$ cat src/sv/line_editor_field_tokenizer_top_assert.svh
// Assertion macros used by the tokenizer back end.
`ifndef LINE_EDITOR_FIELD_TOKENIZER_TOP_ASSERT_SVH
`define LINE_EDITOR_FIELD_TOKENIZER_TOP_ASSERT_SVH

// same-cycle implication
`define LFT_ASSERT_IMP(label, clk, rst, ante, cons) \
  label: assert property (@(posedge clk) disable iff (rst) (ante) |-> (cons)) \
    else $error("lft: same-cycle check failed");

// next-cycle implication
`define LFT_ASSERT_NXT(label, clk, rst, ante, cons) \
  label: assert property (@(posedge clk) disable iff (rst) (ante) |=> (cons)) \
    else $error("lft: next-cycle check failed");

`endif

$ cat src/sv/lft_pkg.sv
package lft_pkg;

  localparam int LINE_MAX_DEF   = 80;
  localparam int FIELDS_MAX_DEF = 5;
  // command address width, enough for any line length up to 255
  localparam int CMD_AW         = 8;
  localparam int Q_DEPTH        = 2;

  localparam logic [7:0] CH_BS    = 8'd8;
  localparam logic [7:0] CH_DEL   = 8'd127;
  localparam logic [7:0] CH_CR    = 8'd13;
  localparam logic [7:0] CH_SPACE = 8'd32;
  localparam logic [7:0] CH_LA    = 8'd97;
  localparam logic [7:0] CH_LZ    = 8'd122;
  localparam logic [7:0] CH_UA    = 8'd65;
  localparam logic [7:0] CH_UZ    = 8'd90;
  localparam logic [7:0] CH_D0    = 8'd48;
  localparam logic [7:0] CH_D9    = 8'd57;

  typedef enum logic [1:0] {
    KIND_ECHO  = 2'd0,
    KIND_FIELD = 2'd1,
    KIND_END   = 2'd2,
    KIND_READ  = 2'd3
  } kind_t;

  typedef enum logic [2:0] {
    OP_READ  = 3'd0,
    OP_RNUL  = 3'd1,
    OP_ECHO  = 3'd2,
    OP_LIMIT = 3'd3,
    OP_CR    = 3'd4
  } op_t;

  typedef struct packed {
    op_t              op;
    logic [7:0]       data;
    logic [CMD_AW-1:0] addr;
  } cmd_t;

endpackage

$ cat src/sv/lft_ram.sv
module lft_ram #(
  parameter int WIDTH = 8,
  parameter int DEPTH = 81
) (
  input  logic                     clk,
  input  logic                     we,
  input  logic [$clog2(DEPTH)-1:0] waddr,
  input  logic [WIDTH-1:0]         wdata,
  input  logic                     re,
  input  logic [$clog2(DEPTH)-1:0] raddr,
  output logic [WIDTH-1:0]         rdata
);

  logic [WIDTH-1:0] mem [DEPTH];

  always_ff @(posedge clk) begin
    if (we) begin
      mem[waddr] <= wdata;
    end
    if (re) begin
      rdata <= mem[raddr];
    end
  end

endmodule

$ cat src/sv/lft_front.sv
module lft_front #(
  parameter int LINE_MAX = lft_pkg::LINE_MAX_DEF
) (
  input  logic         clk,
  input  logic         rst,
  input  logic         accept,
  input  logic         action,
  input  logic [7:0]   rx_byte,
  input  logic [6:0]   read_address,
  output logic         q_push,
  output lft_pkg::cmd_t q_cmd
);

  import lft_pkg::*;

  localparam int PW = $clog2(LINE_MAX + 1);

  logic [PW-1:0] char_count;
  logic [PW-1:0] char_count_next;

  always_comb begin
    char_count_next = char_count;
    q_push          = 1'b0;
    q_cmd.op        = OP_READ;
    q_cmd.data      = rx_byte;
    q_cmd.addr      = CMD_AW'(read_address);
    if (accept) begin
      if (action) begin
        q_push   = 1'b1;
        q_cmd.op = (int'(read_address) <= LINE_MAX) ? OP_READ : OP_RNUL;
      end else begin
        priority if (rx_byte == CH_BS || rx_byte == CH_DEL) begin
          if (char_count != '0) begin
            char_count_next = char_count - PW'(1);
          end
        end else if (rx_byte == CH_CR) begin
          q_push          = 1'b1;
          q_cmd.op        = OP_CR;
          q_cmd.addr      = CMD_AW'(char_count);
          char_count_next = '0;
        end else if (rx_byte >= CH_SPACE) begin
          q_push     = 1'b1;
          q_cmd.addr = CMD_AW'(char_count);
          // last free slot: this character closes the line
          if (char_count == PW'(LINE_MAX - 1)) begin
            q_cmd.op        = OP_LIMIT;
            char_count_next = '0;
          end else begin
            q_cmd.op        = OP_ECHO;
            char_count_next = char_count + PW'(1);
          end
        end else begin
          char_count_next = char_count;
        end
      end
    end
  end

  always_ff @(posedge clk) begin
    if (rst) begin
      char_count <= '0;
    end else begin
      char_count <= char_count_next;
    end
  end

endmodule

$ cat src/sv/lft_queue.sv
module lft_queue (
  input  logic          clk,
  input  logic          rst,
  input  logic          push,
  input  lft_pkg::cmd_t cmd_in,
  input  logic          pop,
  output logic          full,
  output logic          valid,
  output lft_pkg::cmd_t cmd_out
);

  import lft_pkg::*;

  localparam int DEPTH = Q_DEPTH;
  localparam int AW    = (DEPTH > 1) ? $clog2(DEPTH) : 1;
  localparam int CW    = $clog2(DEPTH + 1);

  cmd_t          slots [DEPTH];
  logic [AW-1:0] wr_ptr;
  logic [AW-1:0] rd_ptr;
  logic [CW-1:0] count;

  assign full    = (count == CW'(DEPTH));
  assign valid   = (count != '0);
  assign cmd_out = slots[rd_ptr];

  always_ff @(posedge clk) begin
    if (push) begin
      slots[wr_ptr] <= cmd_in;
    end
  end

  always_ff @(posedge clk) begin
    if (rst) begin
      wr_ptr <= '0;
      rd_ptr <= '0;
      count  <= '0;
    end else begin
      if (push) begin
        wr_ptr <= (wr_ptr == AW'(DEPTH - 1)) ? '0 : wr_ptr + AW'(1);
      end
      if (pop) begin
        rd_ptr <= (rd_ptr == AW'(DEPTH - 1)) ? '0 : rd_ptr + AW'(1);
      end
      unique case ({push, pop})
        2'b10:   count <= count + CW'(1);
        2'b01:   count <= count - CW'(1);
        default: count <= count;
      endcase
    end
  end

endmodule

$ cat src/sv/lft_back.sv
`include "line_editor_field_tokenizer_top_assert.svh"

module lft_back #(
  parameter int LINE_MAX   = lft_pkg::LINE_MAX_DEF,
  parameter int FIELDS_MAX = lft_pkg::FIELDS_MAX_DEF
) (
  input  logic          clk,
  input  logic          rst,
  input  logic          q_valid,
  input  lft_pkg::cmd_t q_cmd,
  output logic          q_pop,
  input  logic          pop,
  output logic          empty,
  output logic [1:0]    kind,
  output logic [7:0]    data_byte,
  output logic [2:0]    field_index,
  output logic          field_type,
  output logic [6:0]    field_position,
  output logic [2:0]    field_count,
  output logic          last
);

  import lft_pkg::*;

  localparam int PW = $clog2(LINE_MAX + 1);
  localparam int FW = $clog2(FIELDS_MAX + 1);

  typedef enum logic [7:0] {
    B_IDLE  = 8'b0000_0001,
    B_READ  = 8'b0000_0010,
    B_TERM  = 8'b0000_0100,
    B_ECHO  = 8'b0000_1000,
    B_ECHOE = 8'b0001_0000,
    B_SRD   = 8'b0010_0000,
    B_SEVAL = 8'b0100_0000,
    B_END   = 8'b1000_0000
  } state_t;

  typedef enum logic [1:0] {
    RUN_NONE  = 2'd0,
    RUN_ALPHA = 2'd1,
    RUN_DIGIT = 2'd2
  } run_t;

  function automatic logic is_alpha(input logic [7:0] c);
    return (c >= CH_LA && c <= CH_LZ) || (c >= CH_UA && c <= CH_UZ);
  endfunction

  function automatic logic is_digit(input logic [7:0] c);
    return c >= CH_D0 && c <= CH_D9;
  endfunction

  state_t        state, state_next;
  cmd_t          cmd, cmd_next;
  logic [PW-1:0] term_addr, term_addr_next;
  logic [PW-1:0] scan_idx, scan_idx_next;
  logic [FW-1:0] fields_found, fields_found_next;
  run_t          prev, prev_next;

  logic          we, re;
  logic [PW-1:0] waddr, raddr;
  logic [7:0]    wdata, rdata;

  logic          can_emit, emit;
  kind_t         res_kind;
  logic [7:0]    res_data;
  logic [2:0]    res_idx;
  logic          res_type;
  logic [6:0]    res_pos;
  logic [2:0]    res_cnt;
  logic          res_last;

  logic          out_valid;
  kind_t         out_kind;
  logic [7:0]    out_data;
  logic [2:0]    out_idx;
  logic          out_type;
  logic [6:0]    out_pos;
  logic [2:0]    out_cnt;
  logic          out_last;

  logic          c_alpha, c_digit;

  lft_ram #(
    .WIDTH (8),
    .DEPTH (LINE_MAX + 1)
  ) u_line_store (
    .clk   (clk),
    .we    (we),
    .waddr (waddr),
    .wdata (wdata),
    .re    (re),
    .raddr (raddr),
    .rdata (rdata)
  );

  assign can_emit = !out_valid || pop;
  assign c_alpha  = is_alpha(rdata);
  assign c_digit  = is_digit(rdata);

  always_comb begin
    state_next        = state;
    cmd_next          = cmd;
    term_addr_next    = term_addr;
    scan_idx_next     = scan_idx;
    fields_found_next = fields_found;
    prev_next         = prev;
    q_pop             = 1'b0;
    we                = 1'b0;
    waddr             = PW'(cmd.addr);
    wdata             = cmd.data;
    re                = 1'b0;
    raddr             = PW'(cmd.addr);
    emit              = 1'b0;
    res_kind          = KIND_ECHO;
    res_data          = '0;
    res_idx           = '0;
    res_type          = 1'b0;
    res_pos           = '0;
    res_cnt           = '0;
    res_last          = 1'b0;

    unique case (state)
      B_IDLE: begin
        if (q_valid) begin
          q_pop    = 1'b1;
          cmd_next = q_cmd;
          unique case (q_cmd.op)
            OP_READ: begin
              re         = 1'b1;
              raddr      = PW'(q_cmd.addr);
              state_next = B_READ;
            end
            OP_RNUL: state_next = B_READ;
            OP_ECHO: begin
              we         = 1'b1;
              waddr      = PW'(q_cmd.addr);
              wdata      = q_cmd.data;
              state_next = B_ECHO;
            end
            OP_LIMIT: begin
              we             = 1'b1;
              waddr          = PW'(q_cmd.addr);
              wdata          = q_cmd.data;
              term_addr_next = PW'(q_cmd.addr) + PW'(1);
              state_next     = B_TERM;
            end
            OP_CR: begin
              term_addr_next = PW'(q_cmd.addr);
              state_next     = B_TERM;
            end
            default: state_next = B_IDLE;
          endcase
        end
      end
      B_READ: begin
        if (can_emit) begin
          emit       = 1'b1;
          res_kind   = KIND_READ;
          res_data   = (cmd.op == OP_READ) ? rdata : 8'd0;
          res_last   = 1'b1;
          state_next = B_IDLE;
        end
      end
      B_TERM: begin
        we         = 1'b1;
        waddr      = term_addr;
        wdata      = 8'd0;
        state_next = B_ECHOE;
      end
      B_ECHO: begin
        if (can_emit) begin
          emit       = 1'b1;
          res_data   = cmd.data;
          res_last   = 1'b1;
          state_next = B_IDLE;
        end
      end
      B_ECHOE: begin
        if (can_emit) begin
          emit              = 1'b1;
          res_data          = cmd.data;
          scan_idx_next     = '0;
          fields_found_next = '0;
          prev_next         = RUN_NONE;
          state_next        = B_SRD;
        end
      end
      B_SRD: begin
        if (int'(fields_found) >= FIELDS_MAX) begin
          state_next = B_END;
        end else begin
          re         = 1'b1;
          raddr      = scan_idx;
          state_next = B_SEVAL;
        end
      end
      B_SEVAL: begin
        // rdata holds the character at scan_idx until the next read
        priority if (rdata == 8'd0) begin
          state_next = B_END;
        end else if (c_alpha && prev != RUN_ALPHA) begin
          if (can_emit) begin
            emit              = 1'b1;
            res_kind          = KIND_FIELD;
            res_idx           = 3'(fields_found);
            res_pos           = 7'(scan_idx);
            prev_next         = RUN_ALPHA;
            fields_found_next = fields_found + FW'(1);
            scan_idx_next     = scan_idx + PW'(1);
            state_next        = B_SRD;
          end
        end else if (c_digit && prev != RUN_DIGIT) begin
          if (can_emit) begin
            emit              = 1'b1;
            res_kind          = KIND_FIELD;
            res_idx           = 3'(fields_found);
            res_type          = 1'b1;
            res_pos           = 7'(scan_idx);
            prev_next         = RUN_DIGIT;
            fields_found_next = fields_found + FW'(1);
            scan_idx_next     = scan_idx + PW'(1);
            state_next        = B_SRD;
          end
        end else if (!c_alpha && !c_digit) begin
          // separator: blank it out in the store
          we            = 1'b1;
          waddr         = scan_idx;
          wdata         = 8'd0;
          prev_next     = RUN_NONE;
          scan_idx_next = scan_idx + PW'(1);
          state_next    = B_SRD;
        end else begin
          scan_idx_next = scan_idx + PW'(1);
          state_next    = B_SRD;
        end
      end
      B_END: begin
        if (can_emit) begin
          emit       = 1'b1;
          res_kind   = KIND_END;
          res_cnt    = 3'(fields_found);
          res_last   = 1'b1;
          state_next = B_IDLE;
        end
      end
      default: state_next = B_IDLE;
    endcase
  end

  always_ff @(posedge clk) begin
    if (rst) begin
      state        <= B_IDLE;
      scan_idx     <= '0;
      fields_found <= '0;
      prev         <= RUN_NONE;
      out_valid    <= 1'b0;
    end else begin
      state        <= state_next;
      scan_idx     <= scan_idx_next;
      fields_found <= fields_found_next;
      prev         <= prev_next;
      if (emit) begin
        out_valid <= 1'b1;
      end else if (pop) begin
        out_valid <= 1'b0;
      end
    end
  end

  always_ff @(posedge clk) begin
    cmd       <= cmd_next;
    term_addr <= term_addr_next;
    if (emit) begin
      out_kind <= res_kind;
      out_data <= res_data;
      out_idx  <= res_idx;
      out_type <= res_type;
      out_pos  <= res_pos;
      out_cnt  <= res_cnt;
      out_last <= res_last;
    end
  end

  assign empty          = !out_valid;
  assign kind           = out_kind;
  assign data_byte      = out_data;
  assign field_index    = out_idx;
  assign field_type     = out_type;
  assign field_position = out_pos;
  assign field_count    = out_cnt;
  assign last           = out_last;

  `LFT_ASSERT_IMP(a_pop_has_word, clk, rst, q_pop, q_valid)
  `LFT_ASSERT_IMP(a_no_overwrite, clk, rst, emit, !out_valid || pop)
  `LFT_ASSERT_IMP(a_scan_in_store, clk, rst, state == B_SEVAL, int'(scan_idx) <= LINE_MAX)
  `LFT_ASSERT_NXT(a_end_is_last, clk, rst, state == B_END && can_emit, out_valid && out_last)

endmodule

$ cat src/sv/line_editor_field_tokenizer_top.sv
// An echo or read word passes through the queue, then the IDLE and ECHO or READ states.
// Line end: IDLE, TERM (terminator write), ECHOE (echo), then SRD and SEVAL (read, evaluate)
// per character up to the terminator or the field limit, then END emits the end word.
// The back sequencer finishes each command before it pops the next one from the queue.
// Reset (rst, synchronous, active high) clears the character count, queue and sequencer;
// the line store keeps its contents and needs no clearing pass.
module line_editor_field_tokenizer_top #(
  parameter int LINE_MAX   = lft_pkg::LINE_MAX_DEF,
  parameter int FIELDS_MAX = lft_pkg::FIELDS_MAX_DEF
) (
  input  logic       clk,
  input  logic       rst,
  input  logic       push,
  output logic       full,
  input  logic       action,
  input  logic [7:0] rx_byte,
  input  logic [6:0] read_address,
  output logic       empty,
  input  logic       pop,
  output logic [1:0] kind,
  output logic [7:0] data_byte,
  output logic [2:0] field_index,
  output logic       field_type,
  output logic [6:0] field_position,
  output logic [2:0] field_count,
  output logic       last
);

  import lft_pkg::*;

  logic accept;
  logic q_push, q_full, q_valid, q_pop;
  cmd_t q_in, q_out;

  assign full   = q_full;
  assign accept = push && !q_full;

  lft_front #(
    .LINE_MAX (LINE_MAX)
  ) u_front (
    .clk          (clk),
    .rst          (rst),
    .accept       (accept),
    .action       (action),
    .rx_byte      (rx_byte),
    .read_address (read_address),
    .q_push       (q_push),
    .q_cmd        (q_in)
  );

  lft_queue u_queue (
    .clk     (clk),
    .rst     (rst),
    .push    (q_push),
    .cmd_in  (q_in),
    .pop     (q_pop),
    .full    (q_full),
    .valid   (q_valid),
    .cmd_out (q_out)
  );

  lft_back #(
    .LINE_MAX   (LINE_MAX),
    .FIELDS_MAX (FIELDS_MAX)
  ) u_back (
    .clk            (clk),
    .rst            (rst),
    .q_valid        (q_valid),
    .q_cmd          (q_out),
    .q_pop          (q_pop),
    .pop            (pop),
    .empty          (empty),
    .kind           (kind),
    .data_byte      (data_byte),
    .field_index    (field_index),
    .field_type     (field_type),
    .field_position (field_position),
    .field_count    (field_count),
    .last           (last)
  );

endmodule
$ cat config.mk
export PLATFORM = sky130hd
export DESIGN_NAME = line_editor_field_tokenizer_top
export DESIGN_NICKNAME = d
export VERILOG_FILES = /design/src/sv/lft_pkg.sv /design/src/sv/lft_ram.sv /design/src/sv/lft_front.sv /design/src/sv/lft_queue.sv /design/src/sv/lft_back.sv /design/src/sv/line_editor_field_tokenizer_top.sv
export VERILOG_INCLUDE_DIRS = /design/src /design/src/sv
export SDC_FILE = /design/constraint.sdc
export NUM_CORES = 1
export LEC_CHECK = 0
export BUFFER_PORTS_ARGS = -buffer_cell sky130_fd_sc_hd__buf_2
export CAP_MARGIN = 40
export CORE_MARGIN = 2
export CORE_UTILIZATION = 35
export DETAILED_ROUTE_END_ITERATION = 8
export PLACE_DENSITY = 0.56
export SYNTH_ARGS = -nofsm -noshare
export SYNTH_HDL_FRONTEND = slang
export SYNTH_SLANG_ARGS = --single-unit
export TNS_END_PERCENT = 1
$ cat constraint.sdc
create_clock -name clk -period 10.34 [get_ports clk]
set_input_delay 2.068 -clock clk [delete_from_list [all_inputs] [get_ports clk]]
set_output_delay 2.068 -clock clk [all_outputs]
set_load 0.02 [all_outputs]
==> summary.md <==
| Metric | Value |
|---|---|
| Status | `complete, no violations` |
| Input/output buffers | `46` |
| DP Area | `roughly 0.034 mm²` |
| CTS Hold Bufs | `0` |
| Initial cell density of the core | `a little over a third` |
| First drt pass iteration count | `6` |
| Clock root buffer master | `clkbuf_16` |
| Power share of the sequential group | `between 30 and 40%` |
| PwrDens | `roughly 320 mW/mm²` |
| Fmax | `roughly 190 MHz` |
| Crit path required time | `between 10 and 15 ns` |
| Synth-to-Final Area Change | `13.6%` |
| Final setup vio count | `0` |
| VDD IR max | `between 0.4 and 0.5 mV` |
| Vias | `20500` |
| Main flop type after synthesis | `edfxtp_1` |
| Count of final hold-check violations | `0` |
| Max Cap Violations | `0` |
| CP Class | `register to register` |
| Share of cells above drive strength 1 | `10.9%` |
| H-tree depth | `3` |
| Clock Latency Late Sink | `around 0.64 ns` |
| Gpl congestion | `around 0.90` |
| Clock power share | `around a quarter` |
| Number of distinct library cells after synthesis | `74` |
| Post-synth ARST share | `0%` |
| Global-route wire length before repair | `roughly 130 mm` |
| Ys Warns | `0` |
| Routed Antenna Nets | `0` |
| P_int | `between 6 and 7 mW` |
| Num CTS Buffers | `80` |
| I/O pin count | `47` |
| Post-Syn Area per Cell | `approximately 13 µm²` |
| Core ar. | `0.0914 mm²` |
| Mapped Cells | `approximately 2400` |
| Tot Pwr | `between 10 and 15 mW` |
| Worst slew margin | `25.9%` |
| Via density | `between 5 and 6` |
| Switching share of power | `between 40% and 50%` |
| Post-CTS Setup Bufs | `0` |
| Most frequent cells in the layout | `edfxtp_1 (742), nand2_1 (455), nand3_1 (159)` |
| Sequential element share of the synthesized area | `between 70% and 80%` |
| Clock Skews | `between 0.03 and 0.04 ns` |
| Setup crit start kind | `register` |
| Die area | `0.0945 mm²` |
| Hold Path Class | `register to register` |
| Max Slew Vio Count | `0` |
| Design Area, Final | `0.0366 mm²` |
| Iteration-0 DRC Markers | `2316` |
| Total clock sinks | `about 780` |
| P_leak | `12.3 nW` |
| Vias in the first global route | `roughly 20000` |
| Largest net degree at the start of global routing | `about 150` |
| Clk slew on worst S/H paths | `0.06 ns` |
| Final wirelength | `89.5 mm` |
| Worst setup EP type | `register` |
| DR WL/cell | `approximately 24 µm` |
| GRT Overall Usage | `18.7%` |
| Maximum net fanout on the critical path | `10` |
| Net Count, Synth | `between 2000 and 2500` |
| Die H | `between 300 and 400 µm` |
| DRC Markers | `0` |
| Initial antenna violation count | `0` |
| Commonest non-fill, non-tap cell in the layout | `edfxtp_1` |
| CP arrival | `roughly 5.4 ns` |
| Die X | `307 µm` |
| Final min period | `approximately 5.1 ns` |
| # rows | `111` |
| Setup TNS | `0 ns` |
| Post-synth EDFFs | `about 740` |
| RSZ-0062 raised after global routing | `no` |
| Period utilization | `49.7%` |
| CTS Buffer Depth | `3` |
| Net Sw Power | `roughly 4.8 mW` |
| Finished Layout Cells | `3719` |
| # nets final | `roughly 2500` |
| CTS tree | `built` |
| Placed cells | `around 3600` |
| WHS | `between 0.4 and 0.5 ns` |
| Grt total ovfl | `0` |
| Cell Area, Synth | `0.0322 mm²` |
| Comb power frac | `roughly two fifths` |
| Yosys reg bits | `775` |
| Actual slew at the worst max-slew pin | `1.08 ns` |
| PostCTS Resize Cnt | `0` |
| Detailed Place HPWL | `~57 mm` |
## per-layer routing
metal,GRT usage [%],up-vias,routed length (µm)
met4,7.45,0,3160
met1,25.7,10300,38400
met2,29.6,792,41800
met5,0,-,0
met3,3.08,154,6160
li1,-,9250,-
## sequential cells by signal (all words and copies together), names as in the netlist, 3 cells and up, named ones only
signal / cells
u_back.field_index: 3
u_back.field_count: 3
u_back.term_addr: 7
u_back.state: 8
u_back.field_position: 7
u_front.char_count: 7
u_back.data_byte: 8
u_back.u_line_store.mem: 648
u_back.u_line_store.rdata: 8
u_back.fields_found: 3
u_back.scan_idx: 7
u_back.cmd: 18
u_queue.slots: 36
## worst paths after layout
path / to / slack, ns / depth (start not counted) / start
hold reg to reg: u_back.prev[0] / 0.47 / 2 / u_back.prev[0]
hold / removal: u_back.prev[0] / 0.47 / 2 / u_back.prev[0]
setup reg to reg: u_back.u_line_store.mem[25][6] / 5.20 / 8 / u_back.state[1]
setup / recovery: u_back.u_line_store.mem[25][6] / 5.20 / 8 / u_back.state[1]
## stage by stage
stage | util (%) | worst slack, ns
after detailed placement | 37.4 | 5.33
after floorplan | - | 5.56
after global routing | 40.1 | 4.94
after CTS | 40.1 | 5.29
final | 40.1 | 5.20
after global placement | 36.9 | 4.88
## synth_stat cells (3+ instances only)
master / count / area, µm²
a2111o_1: 8 / 90.1
a2111oi_0: 14 / 123
a211oi_1: 13 / 97.6
a21oi_1: 133 / 666
a221o_1: 7 / 70.1
a221oi_1: 20 / 175
a22o_1: 10 / 87.6
a22oi_1: 19 / 143
a311oi_1: 5 / 43.8
a31oi_1: 30 / 188
a32oi_1: 27 / 236
and2_1: 19 / 119
and3_1: 11 / 68.8
buf_1: 17 / 63.8
buf_2: 43 / 215
buf_4: 14 / 105
clkbuf_1: 50 / 188
dfxtp_1: 33 / 661
edfxtp_1: 742 / 22300
ha_1: 9 / 113
inv_1: 25 / 93.8
mux2_2: 25 / 282
mux2i_1: 141 / 1410
nand2_1: 455 / 1710
nand2b_1: 4 / 25.0
nand3_1: 159 / 796
nand4_1: 19 / 119
nor2_1: 148 / 556
nor2_2: 3 / 18.8
nor2b_1: 11 / 68.8
nor3_1: 20 / 100
nor3b_1: 9 / 67.6
nor4_1: 3 / 18.8
o211a_1: 10 / 100
o211ai_1: 10 / 75.1
o21a_1: 4 / 30.0
o21ai_0: 61 / 305
o221ai_1: 9 / 78.8
o22a_1: 3 / 26.3
o22ai_1: 3 / 18.8
or2_2: 4 / 25.0
or3_1: 5 / 31.3
xnor2_1: 7 / 61.3
xor2_1: 6 / 52.6
## area by class of cell
type	count	area [µm²]
Fill cell	8429	54800
Sequential cell	775	22900
Multi-Input combinational cell	1487	8760
Clock buffer	99	2100
Tap cell	1186	1480
Timing Repair Buffer	107	868
Clock inverter	39	357
Inverter	25	93.8
Antenna cell	1	2.50
## critical path: stages, from the launching register on
cell and delay, ns:
dfxtp_1 0.37, nor4_1 0.62, and4b_1 0.53, nor2_2 0.16, a22o_1 0.40, a221oi_1 0.67, nor2b_1 0.38, nand3_1 0.66
nor2_1 0.95
## power groups by stage
stage               clock network [mW]  logic [mW]  registers (mW)
finish                            2.75        4.85            4.19
global placement                     0        4.63            4.27
CTS                               2.80        4.84            4.19
global route                      2.92        5.19            4.20
detailed placement                   0        4.82            4.25
floorplan                            0        2.92            4.26
## cell families (layout without fill, tap and decap cells)
group / after synthesis / in the layout / share of synthesized area, %
compound gates: 411 / 411 / 8.66
xor+xnor: 13 / 13 / 0.353
fa+ha+maj: 9 / 9 / 0.350
buf+inv: 149 / 270 / 2.07
flops: 775 / 775 / 71.2
mux: 166 / 166 / 5.25
other cells: 0 / 1 / 0
simple gates: 888 / 888 / 12.1
No activity file was read; power rests on OpenSTA's default activity.
